`src/rtl/core/sliding_window_sender_engine_core_defines.svh`:
```
// ----------------------------------------------------------------------------
// Sliding window sender engine: assertion macros
// Shared check macros; define NO_ASSERTIONS to compile them out.
// ----------------------------------------------------------------------------
`ifndef SLIDING_WINDOW_SENDER_ENGINE_CORE_DEFINES_SVH
`define SLIDING_WINDOW_SENDER_ENGINE_CORE_DEFINES_SVH

`ifndef NO_ASSERTIONS
// condition must hold at every sampled edge
`define SWSE_ASSERT(lbl, cond) \
  lbl: assert property (@(posedge clk) disable iff (!rst_n) (cond)) \
    else $error("swse check failed");
// antecedent implies consequent in the next cycle
`define SWSE_ASSERT_NEXT(lbl, ante, cons) \
  lbl: assert property (@(posedge clk) disable iff (!rst_n) (ante) |=> (cons)) \
    else $error("swse check failed");
`else
`define SWSE_ASSERT(lbl, cond)
`define SWSE_ASSERT_NEXT(lbl, ante, cons)
`endif

`endif

```
`src/rtl/core/swse_pkg.sv`:
```
// ----------------------------------------------------------------------------
// swse_pkg
// Types, codes and reset constants of the sliding window sender engine.
// ----------------------------------------------------------------------------
`timescale 1ns / 1ps

package swse_pkg;

  localparam int WINDOW_DEPTH_DEF = 64;
  localparam int SLOT_MAX_W       = 12;   // enough for the largest window depth
  localparam int QDEPTH           = 4;
  localparam int QPTR_W           = 2;

  localparam logic [31:0] START_SEQ_DEF  = 32'd0;
  localparam logic [23:0] INIT_RTT_DEF   = 24'd100000;
  localparam logic [19:0] INIT_RWIN_DEF  = 20'd64;
  localparam logic [7:0]  MAX_RETRY_DEF  = 8'd50;

  localparam logic [31:0] MIN_DEV_US = 32'd10000;
  localparam logic [31:0] MIN_RTO_US = 32'd1000000;
  localparam logic [7:0]  FAST_COUNT = 8'd4;

  localparam logic [1:0] MODE_QUEUE = 2'd0;
  localparam logic [1:0] MODE_ACK   = 2'd1;
  localparam logic [1:0] MODE_TICK  = 2'd2;

  localparam logic [1:0] REG_START_SEQ = 2'd0;
  localparam logic [1:0] REG_INIT_RTT  = 2'd1;
  localparam logic [1:0] REG_INIT_RWIN = 2'd2;
  localparam logic [1:0] REG_MAX_RETRY = 2'd3;

  typedef enum logic [2:0] {
    ACT_NONE    = 3'd0,
    ACT_REFUSE  = 3'd1,
    ACT_SEND    = 3'd2,
    ACT_TIMEOUT = 3'd3,
    ACT_FAST    = 3'd4,
    ACT_FAIL    = 3'd5
  } action_t;

  // one queued event, slots of the ack precomputed by the front end
  typedef struct packed {
    logic [1:0]            mode;
    logic [31:0]           now_us;
    logic [31:0]           ack_seq;
    logic [19:0]           recv_window;
    logic [SLOT_MAX_W-1:0] slot_ack;
    logic [SLOT_MAX_W-1:0] slot_ackm1;
  } q_item_t;

  // per-slot bookkeeping
  typedef struct packed {
    logic       retx;
    logic       fast;
    logic [7:0] retry;
  } slot_rec_t;

  typedef struct packed {
    logic        reload;
    logic [31:0] start_seq;
    logic [23:0] init_rtt;
    logic [19:0] init_rwin;
  } cfg_load_t;

endpackage

```
`src/rtl/core/swse_front.sv`:
```
// ----------------------------------------------------------------------------
// swse_front
// Accepts events, computes their ack slots and queues them for the back end.
// ----------------------------------------------------------------------------
`timescale 1ns / 1ps
`include "sliding_window_sender_engine_core_defines.svh"

module swse_front #(
  parameter int WINDOW_DEPTH = swse_pkg::WINDOW_DEPTH_DEF
) (
  input  logic                clk,
  input  logic                rst_n,
  input  logic                in_tvalid,
  output logic                in_tready,
  input  logic [1:0]          in_tuser,   // mode
  input  logic [87:0]         in_tdata,   // now_us, ack_seq, recv_window
  output logic                q_valid,
  output swse_pkg::q_item_t   q_item,
  input  logic                q_pop
);

  swse_pkg::q_item_t                 fifo_r [swse_pkg::QDEPTH];
  logic [swse_pkg::QPTR_W-1:0]       wp_r, rp_r;
  logic [swse_pkg::QPTR_W:0]         cnt_r;
  logic                              push;
  swse_pkg::q_item_t                 item;
  logic [31:0]                       ack_m1;

  assign in_tready = (cnt_r != (swse_pkg::QPTR_W+1)'(swse_pkg::QDEPTH));
  assign push      = in_tvalid && in_tready;
  assign q_valid   = (cnt_r != '0);
  assign q_item    = fifo_r[rp_r];

  always_comb begin
    ack_m1           = in_tdata[63:32] - 32'd1;
    item.mode        = in_tuser;
    item.now_us      = in_tdata[31:0];
    item.ack_seq     = in_tdata[63:32];
    item.recv_window = in_tdata[83:64];
    item.slot_ack    = swse_pkg::SLOT_MAX_W'(in_tdata[63:32] % WINDOW_DEPTH);
    item.slot_ackm1  = swse_pkg::SLOT_MAX_W'(ack_m1 % WINDOW_DEPTH);
  end

  always_ff @(posedge clk) begin
    if (push) begin
      fifo_r[wp_r] <= item;
    end
  end

  always_ff @(posedge clk) begin
    if (!rst_n) begin
      wp_r  <= '0;
      rp_r  <= '0;
      cnt_r <= '0;
    end else begin
      if (push) wp_r <= wp_r + 1'b1;
      if (q_pop) rp_r <= rp_r + 1'b1;
      case ({push, q_pop})
        2'b10:   cnt_r <= cnt_r + 1'b1;
        2'b01:   cnt_r <= cnt_r - 1'b1;
        default: cnt_r <= cnt_r;
      endcase
    end
  end

  `SWSE_ASSERT(a_q_bound, cnt_r <= (swse_pkg::QPTR_W+1)'(swse_pkg::QDEPTH))

endmodule

```
`config.mk`:
```
export PLATFORM = sky130hd
export DESIGN_NAME = swse_front
export DESIGN_NICKNAME = d
export VERILOG_FILES = /design/src/rtl/core/swse_pkg.sv /design/src/rtl/core/swse_front.sv
export VERILOG_INCLUDE_DIRS = /design/src /design/src/rtl/core
export SDC_FILE = /design/constraint.sdc
export NUM_CORES = 1
export LEC_CHECK = 0
export ABC_AREA = 0
export BUFFER_PORTS_ARGS = -buffer_cell sky130_fd_sc_hd__buf_2
export CAP_MARGIN = 10
export CORE_AREA = 5 5 174 176
export DETAILED_ROUTE_END_ITERATION = 16
export DIE_AREA = 0 0 179 181
export PLACE_DENSITY = 0.68
export SETUP_SLACK_MARGIN = 0.05
export SLEW_MARGIN = 20
export SYNTH_ARGS = -nofsm -noshare
export SYNTH_HDL_FRONTEND = slang
export SYNTH_SLANG_ARGS = --single-unit
```
`constraint.sdc`:
```
create_clock -name clk -period 4.7 [get_ports clk]
set_input_delay 0.235 -clock clk [delete_from_list [all_inputs] [get_ports clk]]
set_output_delay 0.235 -clock clk [all_outputs]
set_load 0.01 [all_outputs]
```
* Word-level counts from Yosys, hierarchy flattened *
Memories as Yosys holds them, arrays and structs flattened. A register that Yosys moved wholly into a read port is not among the register bits.
Cells that the tools add are included.

storage, ports and cells
  register bits = 7
  RAM bits = 392
  bits of input ports = 94
  memories kept = 1

cells by class
  add/sub/neg operators = 5
  equal/unequal tests = 3
  mux-type cells = 5
  reductions and logical operators = 3

memories
  name    words  bits a word  read ports  clocked after memory_dff  wr ports  line              RTL
  fifo_r  4      98           1           1                         1         swse_front.sv:22  swse_pkg::q_item_t fifo_r [swse_pkg::QDEPTH];

operators with widths
  cell                                               number
  one-hot mux 3 bit (2 select lines)                 1
  subtractor 6 x 1 -> 6 bit (second input constant)  1
  adder 2 x 1 -> 2 bit (second input constant)       2
  two-way mux 2 bit                                  2
  adder 3 x 1 -> 3 bit (second input constant)       1
  != test 3 bit (second input constant)              1
  nonzero test 3 bit                                 1
  subtractor 3 x 1 -> 3 bit (second input constant)  1
  == test 2 x 1 -> 1 bit (second input constant)     1
  == test 2 bit (second input constant)              1
  two-way mux 1 bit                                  2
  nonzero test 2 bit                                 1
  logical AND 1 bit                                  1

* Longest topological paths before layout *
Gate-level depths: netlist of the first run.

  depth in word-level cells = 4
  gate-level depth with buffers = 9
  mapped depth without buffers = 9

* Least setup slack after synthesis of the first run *
Ideal clock, no wire load.

  kind = register to register
  start = register cnt_r[0] (netlist bit)
  end = memory fifo_r[0][0] (netlist bit) (enable)
  arrival time = 2.983 ns
  required time = 4.239 ns
  slack = 1.256 ns
  cell stages (with the launch flop) = 4
  period minus slack after synthesis = 3.444 ns
  path through = dfxtp_1 > nor2_1 > a21boi_1 > and2_1

on the way
  cells in the longest elaborated chain, start to end = 4

RTL lines
  element                                  line              RTL
  start, declared                          swse_front.sv:24  logic [swse_pkg::QPTR_W:0] cnt_r;
  start signal, assigned                   swse_front.sv:59  2'b10: cnt_r <= cnt_r + 1'b1;
  start signal, assigned                   swse_front.sv:60  2'b01: cnt_r <= cnt_r - 1'b1;
  start signal, assigned                   swse_front.sv:61  default: cnt_r <= cnt_r;
  != test 3 bit                            swse_front.sv:29  assign in_tready = (cnt_r != (swse_pkg::QPTR_W+1)'(swse_pkg::QDEPTH));
  logical AND 1 bit                        swse_front.sv:30  assign push = in_tvalid && in_tready;
  two-way mux 1 bit                        swse_front.sv:45  if (push) begin
  two-way mux 1 bit (implied by the code)  swse_front.sv:46  fifo_r[wp_r] <= item;
  end, declared                            swse_front.sv:22

Every way passes these cells.

==> reports/metrics.cfg, run 1 <==
[global_route]
grt_pass1_vias=7320
antenna_found_initial=0
overflow=0
grt_pass1_wl_um=40100
grt_max_degree=74
grt_util_all_layers_pct=16.0

[cts]
cts_buffer_depth=3
cts_tree=built
ctsHtreeMaxLevel=2
clkLatencyLatePin_ns=0.51
numCtsBuffers=39
cts.sinks=377
clk_pin_slew_ns=0.06
cts_root_buffer=clkbuf_16
post_cts_buffers=0

[drt]
wl_met2_um=13800
drtIter0Drc=468
wl_per_cell_um=20.1
final_antenna_net_count=0
wl_met3_um=1440
dr.pass1.iters=4
vias=6545
drc=0
maxUsedRoutingLayer=met4
wirelength_um=25600
wl_met1_um=9950
routed_via_density=5.13

[die]
die_area_mm2=0.0324
row_count=62
coreArea_mm2=0.0285
start_util_pct=49.1
boundaryPins=206
die_h_um=181
die_width_um=179

[pwr]
ir_drop_uv=321
power.share.clock_pct=37.3
p_sw_mw=1.70
power.density_mw_per_mm2=454
switching_share_pct=21.6
power.leakage_nw=5.94
p_seq_share_pct=51.3
comb_power_share_pct=11.4
internal_power_mw=6.17

[yosys]
syn_inst=563
syn-cell-area_mm2=0.0140
avgSynthCellArea_um2=24.8
ys.warnings.count=0
ys_ff_latch=377
ys_seq_area_share_pct=80.4
ys_types=23

[hold_path]
min_from=in_tdata[34]
hold_path_class=in -> reg
hold_depth=1
holdPathEnd=fifo_r[2][34]$_DFFE_PP_

[finish]
drive_above_1_share_pct=39.1
final_nets=961
fill_cells=2022
area_growth_pct=24.2

[critical_path]
worstPathRequired_ns=4.47
endpoint_kind=primary output
crit_path_max_fanout=51
r2r-end=fifo_r[3][23]$_DFFE_PP_
arrival_ns=2.71
crit_family=flip-flops
cp-start-kind=flip-flop
reg2reg_from=cnt_r[0]$_SDFFE_PN0P_
rrSetupSlack_ns=1.98
cp_slowest_stage_delay_ns=0.91
crit_buf_inv=2
r2r.worst_path.cells=4
path_cells=buf_12, mux4_2, buf_2
worstSetupPathType=reg -> out
cp_slowest_cell=dfxtp_4

[sta]
finalHoldViolCount=0
rsz0062_at_grt=no
setup-violations-final=0
max_freq_ghz=0.339
final.setup.tns_ns=0
layout_min_cycle_time_ns=2.95
worstMarginPinSlew_ns=1.03
min_period_over_period_pct=62.7
fin_hold_ws_ns=0.0403
final.setup_skew_ns=0.00868
slew_viol_final=0
slew_headroom_pct=31.3

[placement]
dp_hpwl_um=15000
gp_congestion=0.717
numPortBuffers=189

[job]
cap_violations=0

[status]
status=completed

-- routing by layer --
layer	up-vias	global-route usage, %
met5	-	0
met4	0	4.11
met3	36	3.57
met2	167	28.4
met1	3410	19.9
li1	2932	-
-- registers in the layout (all words and copies together), names as in the netlist, named ones only --
signal and flops:
cnt_r 3, wp_r 2, rp_r 2, fifo_r 368
-- metrics by stage --
stage	cells	setup slack, ns	instance area [µm²]	utilization [%]	total power [mW]
after floorplan	574	1.26	14000	-	4.63
final	1275	1.75	17400	60.9	7.87
after detailed placement	1118	1.91	15200	53.6	4.97
after global placement	1118	2.07	15200	53.6	4.93
after CTS	1273	1.63	17300	60.8	7.97
after global routing	1274	1.50	17300	60.9	8.19
-- worst max-delay path by stage --
| stage | to | slack [ns] | cells past startpoint |
|---|---|---|---|
| floorplan | fifo_r[0][0]$_DFFE_PP_ | 1.26 | 3 |
| global placement | fifo_r[0][28]$_DFFE_PP_ | 2.07 | 4 |
| detailed placement | fifo_r[1][15]$_DFFE_PP_ | 1.91 | 4 |
| CTS | q_item[99] | 1.63 | 3 |
| global route | q_item[89] | 1.50 | 3 |
| finish | q_item[99] | 1.75 | 3 |
-- cells by family after synthesis --
group                      share of synthesized area, %
muxes                                              15.0
buffers and inverters                              2.34
DFF                                                80.4
adders and majority gates                         0.681
AOI/OAI and AO/OA                                 0.233
xor gates and xnor gates                          0.439
other                                            0.0268
and+or+nand+nor                                   0.896
-- cells in the final DEF, fill, tap and decap left out --
cell	instances
and2_1	5
and2_4	4
edfxtp_1	368
clkbuf_1	19
o21ai_0	2
buf_16	1
clkbuf_16	41
bufinv_16	3
clkinv_1	3
o31ai_1	1
nor2_1	3
mux4_2	92
buf_2	189
xnor2_1	3
ha_1	6
or4_4	1
nand2_1	9
inv_1	9
clkbuf_8	1
fa_1	1
buf_12	1
diode_2	1
clkinv_2	4
conb_1	12
dlygate4sd3_1	84
mux2i_1	2
buf_4	9
xor2_1	4
a21boi_0	1
dfxtp_4	2
or3_1	2
a21boi_1	1
dfxtp_1	7
-- synth_stat cells --
cell type	number	area share [%]
inv_1	9	0.24
xor2_1	4	0.25
conb_1	1	0.027
dfxtp_1	9	1.3
buf_4	18	0.97
xnor2_1	3	0.19
mux4_2	92	15
and2_1	9	0.40
buf_6	9	0.73
buf_2	9	0.32
edfxtp_1	368	79
ha_1	6	0.54
or4_4	1	0.081
o31ai_1	1	0.054
o21ai_0	2	0.072
nand2_1	9	0.24
or3_1	2	0.090
nor2_1	3	0.081
a21boi_0	1	0.054
clkbuf_1	3	0.081
a21boi_1	1	0.054
mux2i_1	2	0.14
fa_1	1	0.14
-- power groups by stage --
stage	clock [mW]	sequential, mW	combinational, mW
floorplan	0	4.07	0.558
detailed placement	0	4.13	0.845
CTS	3.00	4.06	0.906
global route	3.16	4.06	0.975
finish	2.94	4.03	0.897
global placement	0	4.10	0.828
-- area by class of cell --
cell class              instances  area, µm²  area share (%)
flip-flops and latches        377      11200            64.8
well taps                     384        480            2.77
clock inverters                10        121           0.699
multi-input cells             149       2460            14.2
inverters                       9       33.8           0.195
clock buffers                  61       1110            6.40
repair buffers                284       1900            11.0
diodes                          1       2.50          0.0144
-- what timing repair did --
item | CTS | global route
endpoints found under the hold margin | 336 | 0
resized for setup | 0 | 0
hold buffers | 84 | 0
Power figures use the tool's default switching activity.
==> inputs of run 2 (changes only) <==
--- a/config.mk
+++ b/config.mk
@@ -6,12 +6,12 @@
 export SDC_FILE = /design/constraint.sdc
 export NUM_CORES = 1
 export LEC_CHECK = 0
-export ABC_AREA = 0
+export ABC_AREA = 1
 export BUFFER_PORTS_ARGS = -buffer_cell sky130_fd_sc_hd__buf_2
 export CAP_MARGIN = 10
-export CORE_AREA = 5 5 174 176
+export CORE_AREA = 5 5 176 178
 export DETAILED_ROUTE_END_ITERATION = 16
-export DIE_AREA = 0 0 179 181
+export DIE_AREA = 0 0 181 183
 export PLACE_DENSITY = 0.68
 export SETUP_SLACK_MARGIN = 0.05
 export SLEW_MARGIN = 20
==> constraint.sdc (replaced) <==
create_clock -name clk -period 2.8 [get_ports clk]
set_input_delay 0.14 -clock clk [delete_from_list [all_inputs] [get_ports clk]]
set_output_delay 0.14 -clock clk [all_outputs]
set_load 0.01 [all_outputs]
==> reports/metrics.cfg, run 2 <==
[die]
coreArea_mm2=0.0292  ; +2.7%
start_util_pct=48.9  ; -0.12 points
die_h_um=183  ; +1.1%
boundaryPins=206  ; unchanged
row_count=63  ; +1.6%
die_area_mm2=0.0331  ; +2.2%
die_width_um=181  ; +1.1%

[yosys]
async_reset_ff_share_pct=0  ; unchanged
syn_inst=984  ; +75%
synth_top_family_by_area=compound AO/OA/AOI/OAI gates
synth_ff_type=edfxtp_1
ys_ff_latch=377  ; unchanged
avgSynthCellArea_um2=14.5  ; -41%
synth_compound_area_share_pct=10.8  ; +11 points
synth_area_leaders=edfxtp_1 (77%), nor2_1 (5.1%), o21ai_0 (4.1%), o22ai_1 (4.0%), o21ai_1 (2.4%)
yosysMostFrequentCell=edfxtp_1
ys_seq_area_share_pct=78.5  ; -1.9 points
yosys-mux-area-fraction_pct=0  ; -15 points
synthSimpleGateAreaFrac_pct=5.67  ; +4.8 points
synth-edff-count=368  ; unchanged
yosys.area.top_type=edfxtp_1
synthDominantCellAreaShare_pct=77.2  ; -1.9 points
synth_xor_area_share_pct=0.245  ; -0.19 points
syn-cell-area_mm2=0.0143  ; +2.5%
synth_fa_ha_area_share_pct=0.664  ; -0.016 points
ys.warnings.count=0  ; unchanged
ys_types=23  ; unchanged
yosys-top-cells-count=edfxtp_1 (368), nor2_1 (196), o21ai_0 (118)

[finish]
regMostFlops=fifo_r
stdcell_count=1678  ; +32%
final_nets=1359  ; +41%
reg_top3=fifo_r: 368 flops, cnt_r: 3 flops
final_cell_mix=edfxtp_1 (368), nor2_1 (192), buf_2 (189)
largest_reg_flops=368  ; unchanged
final_common_cell=edfxtp_1
drive_above_1_share_pct=21.7  ; -17 points
area_growth_pct=24.0

[sta]
layout_min_cycle_time_ns=2.45
max_freq_ghz=0.408
worstMarginPinSlew_ns=0.790  ; -0.241 ns
min_period_over_period_pct=87.5
rsz0062_at_grt=no
final.setup.tns_ns=0  ; unchanged
slew_viol_final=0  ; unchanged
worst_slack_ns=0.350  ; -1.40 ns
final.setup_skew_ns=0.0162  ; +0.00751 ns
slew_headroom_pct=47.3  ; +16 points
setup-violations-final=0  ; unchanged
finalHoldViolCount=0  ; unchanged

[placement]
dp_cells=1516  ; +36%
dp_hpwl_um=16300  ; +8.1%
numPortBuffers=189  ; unchanged
gp_congestion=0.731  ; +1.9%
place_ws_ns=0.679  ; -1.23 ns

[global_route]
antenna_found_initial=1  ; +1
top_usage_layer=met2
grt.met1_usage_pct=23.6  ; +3.7 points
met2_usage_pct=30.8  ; +2.4 points
overflow=0  ; unchanged
grt_pass1_wl_um=47800  ; +19%
grt_pass1_vias=8868  ; +21%
grt_max_degree=185  ; +150%
grt_util_all_layers_pct=18.0  ; +2.0 points
grt_util_met3_pct=4.38  ; +0.81 points

[critical_path]
endpoint_kind=primary output
crit_path_max_fanout=184  ; +260%
cp-start-kind=flip-flop
worstPathRequired_ns=2.66  ; -1.81 ns
cp_slowest_stage_delay_ns=0.57  ; -0.34 ns
cp_slowest_cell=buf_12
path_cells=buf_12, o21ai_0, o22ai_1, buf_2
worstSetupPathType=reg -> out
r2r-end=wp_r[1]$_SDFFE_PN0P_
r2r.worst_path.cells=7  ; +3
arrival_ns=2.31  ; -0.40 ns
reg2reg_from=wp_r[0]$_SDFFE_PN0P_
crit_buf_inv=2  ; unchanged
crit_family=buffers and inverters
rrSetupSlack_ns=0.56  ; -1.42 ns

[drt]
wl_per_cell_um=18.0  ; -10%
routed_via_density=5.27  ; +2.7%
wirelength_um=30300  ; +18%
drc=0  ; unchanged
dr.pass1.iters=5  ; +1
final_antenna_net_count=0  ; unchanged
drtIter0Drc=587  ; +25%
vias=8849  ; +35%

[pwr]
power.leakage_nw=6.30  ; +6.0%
power.density_mw_per_mm2=740  ; +63%
ir_drop_uv=500  ; +56%

[status]
status=completed

[cts]
ctsHtreeMaxLevel=2  ; unchanged
clkLatencyLatePin_ns=0.51  ; about the same
cts_buffer_depth=3  ; unchanged
clk_pin_slew_ns=0.06  ; about the same
numCtsBuffers=39  ; unchanged
cts_tree=built
post_cts_buffers=0  ; unchanged
cts.sinks=377  ; unchanged
cts_root_buffer=clkbuf_16

[hold_path]
min_from=in_tdata[73]
hold_path_class=in -> reg
hold_depth=2  ; +1
holdPathEnd=fifo_r[3][21]$_DFFE_PP_

[job]
cap_violations=0  ; unchanged

run 2: layout make-up:
class                      instances  area [µm²]
antenna                            1        2.50
clock inverter                    26         265
multi-input combinational        521        2560
timing repair buffer             300        2120
inverter                          19        77.6
clock buffer                      44        1000
fill                            2220       11500
tap                              390         488
sequential                       377       11200
run 2: cell families after synthesis:
kind of cell | after synthesis
xor gates and xnor gates | 4
and+or+nand+nor | 213
AOI/OAI and AO/OA | 285
buffers and inverters | 97
DFF | 377
adders and majority gates | 7
other | 1
run 2: metrics by stage:
stage                     cell area [µm²]  utilization (%)  hold slack (ns)  power (mW)
final                               17800             60.7            0.380        13.1
after global routing                17800             60.7            0.371        13.7
after CTS                           17800             60.7            0.349        13.3
after detailed placement            15600             53.2            0.356        8.10
after global placement              15600             53.2            0.353        8.07
after floorplan                     14400                -            0.239        7.55
run 2: worst max-delay path by stage:
stage | end | slack (ns) | cells after the start
floorplan | fifo_r[0][0]$_DFFE_PP_ | -0.85 | 4
global placement | cnt_r[2]$_SDFFE_PN0P_ | 0.70 | 12
detailed placement | cnt_r[2]$_SDFFE_PN0P_ | 0.68 | 12
CTS | q_item[0] | 0.27 | 5
global route | q_item[88] | 0.20 | 5
finish | q_item[44] | 0.35 | 4
run 2: metal layers:
metal  up-vias  routed length (µm)
met5         -                   0
met4         0                 618
met3        51                1950
met2       231               14900
met1      4354               12800
li1       4213                   -
run 2: where the power goes:
part | switching, mW | leakage [nW] | internal [mW]
Clock | 2.01 | 0.625 | 3.05
Sequential | 0.0732 | 3.45 | 6.56
Combinational | 0.923 | 2.22 | 0.520
Total | 3.01 | 6.30 | 10.1
run 2: repair_timing:
action | CTS | global route
hold buffers | 91 | 0
gates resized for setup | 0 | 0
hold endpoints to repair | 353 | 0
==> inputs of run 3 (changes only) <==
--- a/config.mk
+++ b/config.mk
@@ -10,6 +10,7 @@
 export BUFFER_PORTS_ARGS = -buffer_cell sky130_fd_sc_hd__buf_2
 export CAP_MARGIN = 10
 export CORE_AREA = 5 5 176 178
+export CTS_BUF_LIST = sky130_fd_sc_hd__clkbuf_8
 export DETAILED_ROUTE_END_ITERATION = 16
 export DIE_AREA = 0 0 181 183
 export PLACE_DENSITY = 0.68
==> reports/metrics.cfg, run 3 (synthesis gave the netlist of run 2 again) <==
[status]
status=completed

[cts]
cts_buffer_depth=3  ; unchanged
cts_resized=0  ; unchanged
cts_root_buffer=clkbuf_8
clk_pin_slew_ns=0.06  ; about the same
clkLatencyLatePin_ns=0.57  ; +0.06 ns
cts.sinks=377  ; unchanged
ctsHtreeMaxLevel=2  ; unchanged
numCtsBuffers=57  ; +46%
cts_tree=built

[critical_path]
cp_slowest_stage_delay_ns=0.54  ; -0.03 ns
endpoint_kind=primary output
arrival_ns=2.39  ; +0.08 ns
worstPathRequired_ns=2.66  ; about the same
path_cells=buf_12, o21ai_0, o22ai_1, buf_2
cp-start-kind=flip-flop
worstSetupPathType=reg -> out
crit_path_max_fanout=184  ; unchanged
cp_slowest_cell=buf_12

[drt]
routed_via_density=5.25  ; -0.51%
drtIter0Drc=550  ; -6.3%
dr.pass1.iters=6  ; +1
wl_per_cell_um=18.0  ; -0.44%
vias=8982  ; +1.5%
final_antenna_net_count=0  ; unchanged
wirelength_um=30700  ; +1.6%
drc=0  ; unchanged

[pwr]
finalPower_mw=12.1  ; -8.0%
ir_drop_uv=497  ; -0.55%
power.leakage_nw=6.30  ; about the same
power.density_mw_per_mm2=690  ; -6.7%

[die]
row_count=63  ; unchanged
die_h_um=183  ; unchanged
die_width_um=181  ; unchanged
boundaryPins=206  ; unchanged
start_util_pct=48.9  ; unchanged
coreArea_mm2=0.0292  ; unchanged
die_area_mm2=0.0331  ; unchanged

[finish]
area_growth_pct=22.4
largest_reg_flops=368  ; unchanged
reg_top3=fifo_r: 368 flops, cnt_r: 3 flops
finish.utilization_pct=59.9  ; -0.83 points
regMostFlops=fifo_r
final_common_cell=edfxtp_1
final_nets=1377  ; +1.3%
final_cell_mix=edfxtp_1 (368), nor2_1 (192), buf_2 (189)
drive_above_1_share_pct=22.0  ; +0.27 points

[sta]
layout_min_cycle_time_ns=2.53  ; +0.0770 ns
slew_viol_final=0  ; unchanged
slew_headroom_pct=45.3  ; -2.0 points
setup-violations-final=0  ; unchanged
worst_slack_ns=0.273  ; -0.0770 ns
worstMarginPinSlew_ns=0.820  ; +0.0297 ns
max_freq_ghz=0.396  ; -3.0%
rsz0062_at_grt=no
finalHoldViolCount=0  ; unchanged
final.setup_skew_ns=0.00901  ; -0.00718 ns
min_period_over_period_pct=90.2  ; +2.8 points

[global_route]
overflow=0  ; unchanged
grt_pass1_wl_um=48300  ; +0.95%
antenna_found_initial=1  ; unchanged
grt_pass1_vias=9112  ; +2.8%
grt_util_all_layers_pct=18.2  ; +0.12 points
grt_max_degree=185  ; unchanged

[placement]
gp_congestion=0.731  ; unchanged
place_ws_ns=0.679  ; unchanged
numPortBuffers=189  ; unchanged
dp_hpwl_um=16300  ; unchanged

[hold_path]
hold_path_class=in -> reg

[job]
cap_violations=0  ; unchanged

-- run 3: worst paths after layout --
path / depth (start not counted) / slack [ns] / start / end
setup reg to reg: 7 / 0.54 / wp_r[0]$_SDFFE_PN0P_ / wp_r[1]$_SDFFE_PN0P_
hold reg to reg: 1 / 0.46 / cnt_r[0]$_SDFFE_PN0P_ / cnt_r[0]$_SDFFE_PN0P_
hold / removal: 2 / 0.31 / in_tdata[73] / fifo_r[0][21]$_DFFE_PP_
setup / recovery: 4 / 0.27 / flip-flop / q_item[44]
-- run 3: metal layers --
metal	global-route usage (%)	vias up	wire length, µm
met4	5.40	0	625
met1	23.4	4388	12700
li1	-	4261	-
met5	0	-	0
met2	30.9	284	15200
met3	4.48	49	2160
-- run 3: what timing repair did --
action                                 in CTS  in global routing
setup endpoints to repair                   0                  0
setup buffers                               0                  0
hold buffers                               91                  0
endpoints found under the hold margin     368                  0
-- run 3: area by class of cell --
type,count,area [µm²]
antenna,1,2.50
multi-input combinational,521,2560
clock inverter,42,175
sequential,377,11200
tap,390,488
clock buffer,62,853
timing repair buffer,300,2120
inverter,19,77.6
fill,2242,11700
-- run 3: critical path: cells and delay by family (launching register included) --
kind | cells | cell delay, ns
buffers and inverters | 2 | 0.74
AO/OA/AOI/OAI | 2 | 0.54
flip-flops | 1 | 0.38
-- run 3: per-stage QoR --
step / instances / hold slack, ns / instance area, µm² / TNS (ns)
6_report: 1712 / 0.313 / 17500 / 0
5_1_grt: 1712 / 0.291 / 17500 / 0
2_1_floorplan: 995 / 0.239 / 14400 / -312.68
3_3_place_gp: 1516 / 0.353 / 15600 / 0
4_1_cts: 1711 / 0.264 / 17500 / 0
3_5_place_dp: 1516 / 0.356 / 15600 / 0
-- run 3: where the power goes --
group / leakage (nW) / switching [mW] / internal [mW] / total (mW)
clock: 0.624 / 1.98 / 2.03 / 4.01
combinational: 2.22 / 0.921 / 0.520 / 1.44
sequential: 3.45 / 0.0747 / 6.56 / 6.64
total: 6.30 / 2.97 / 9.11 / 12.1
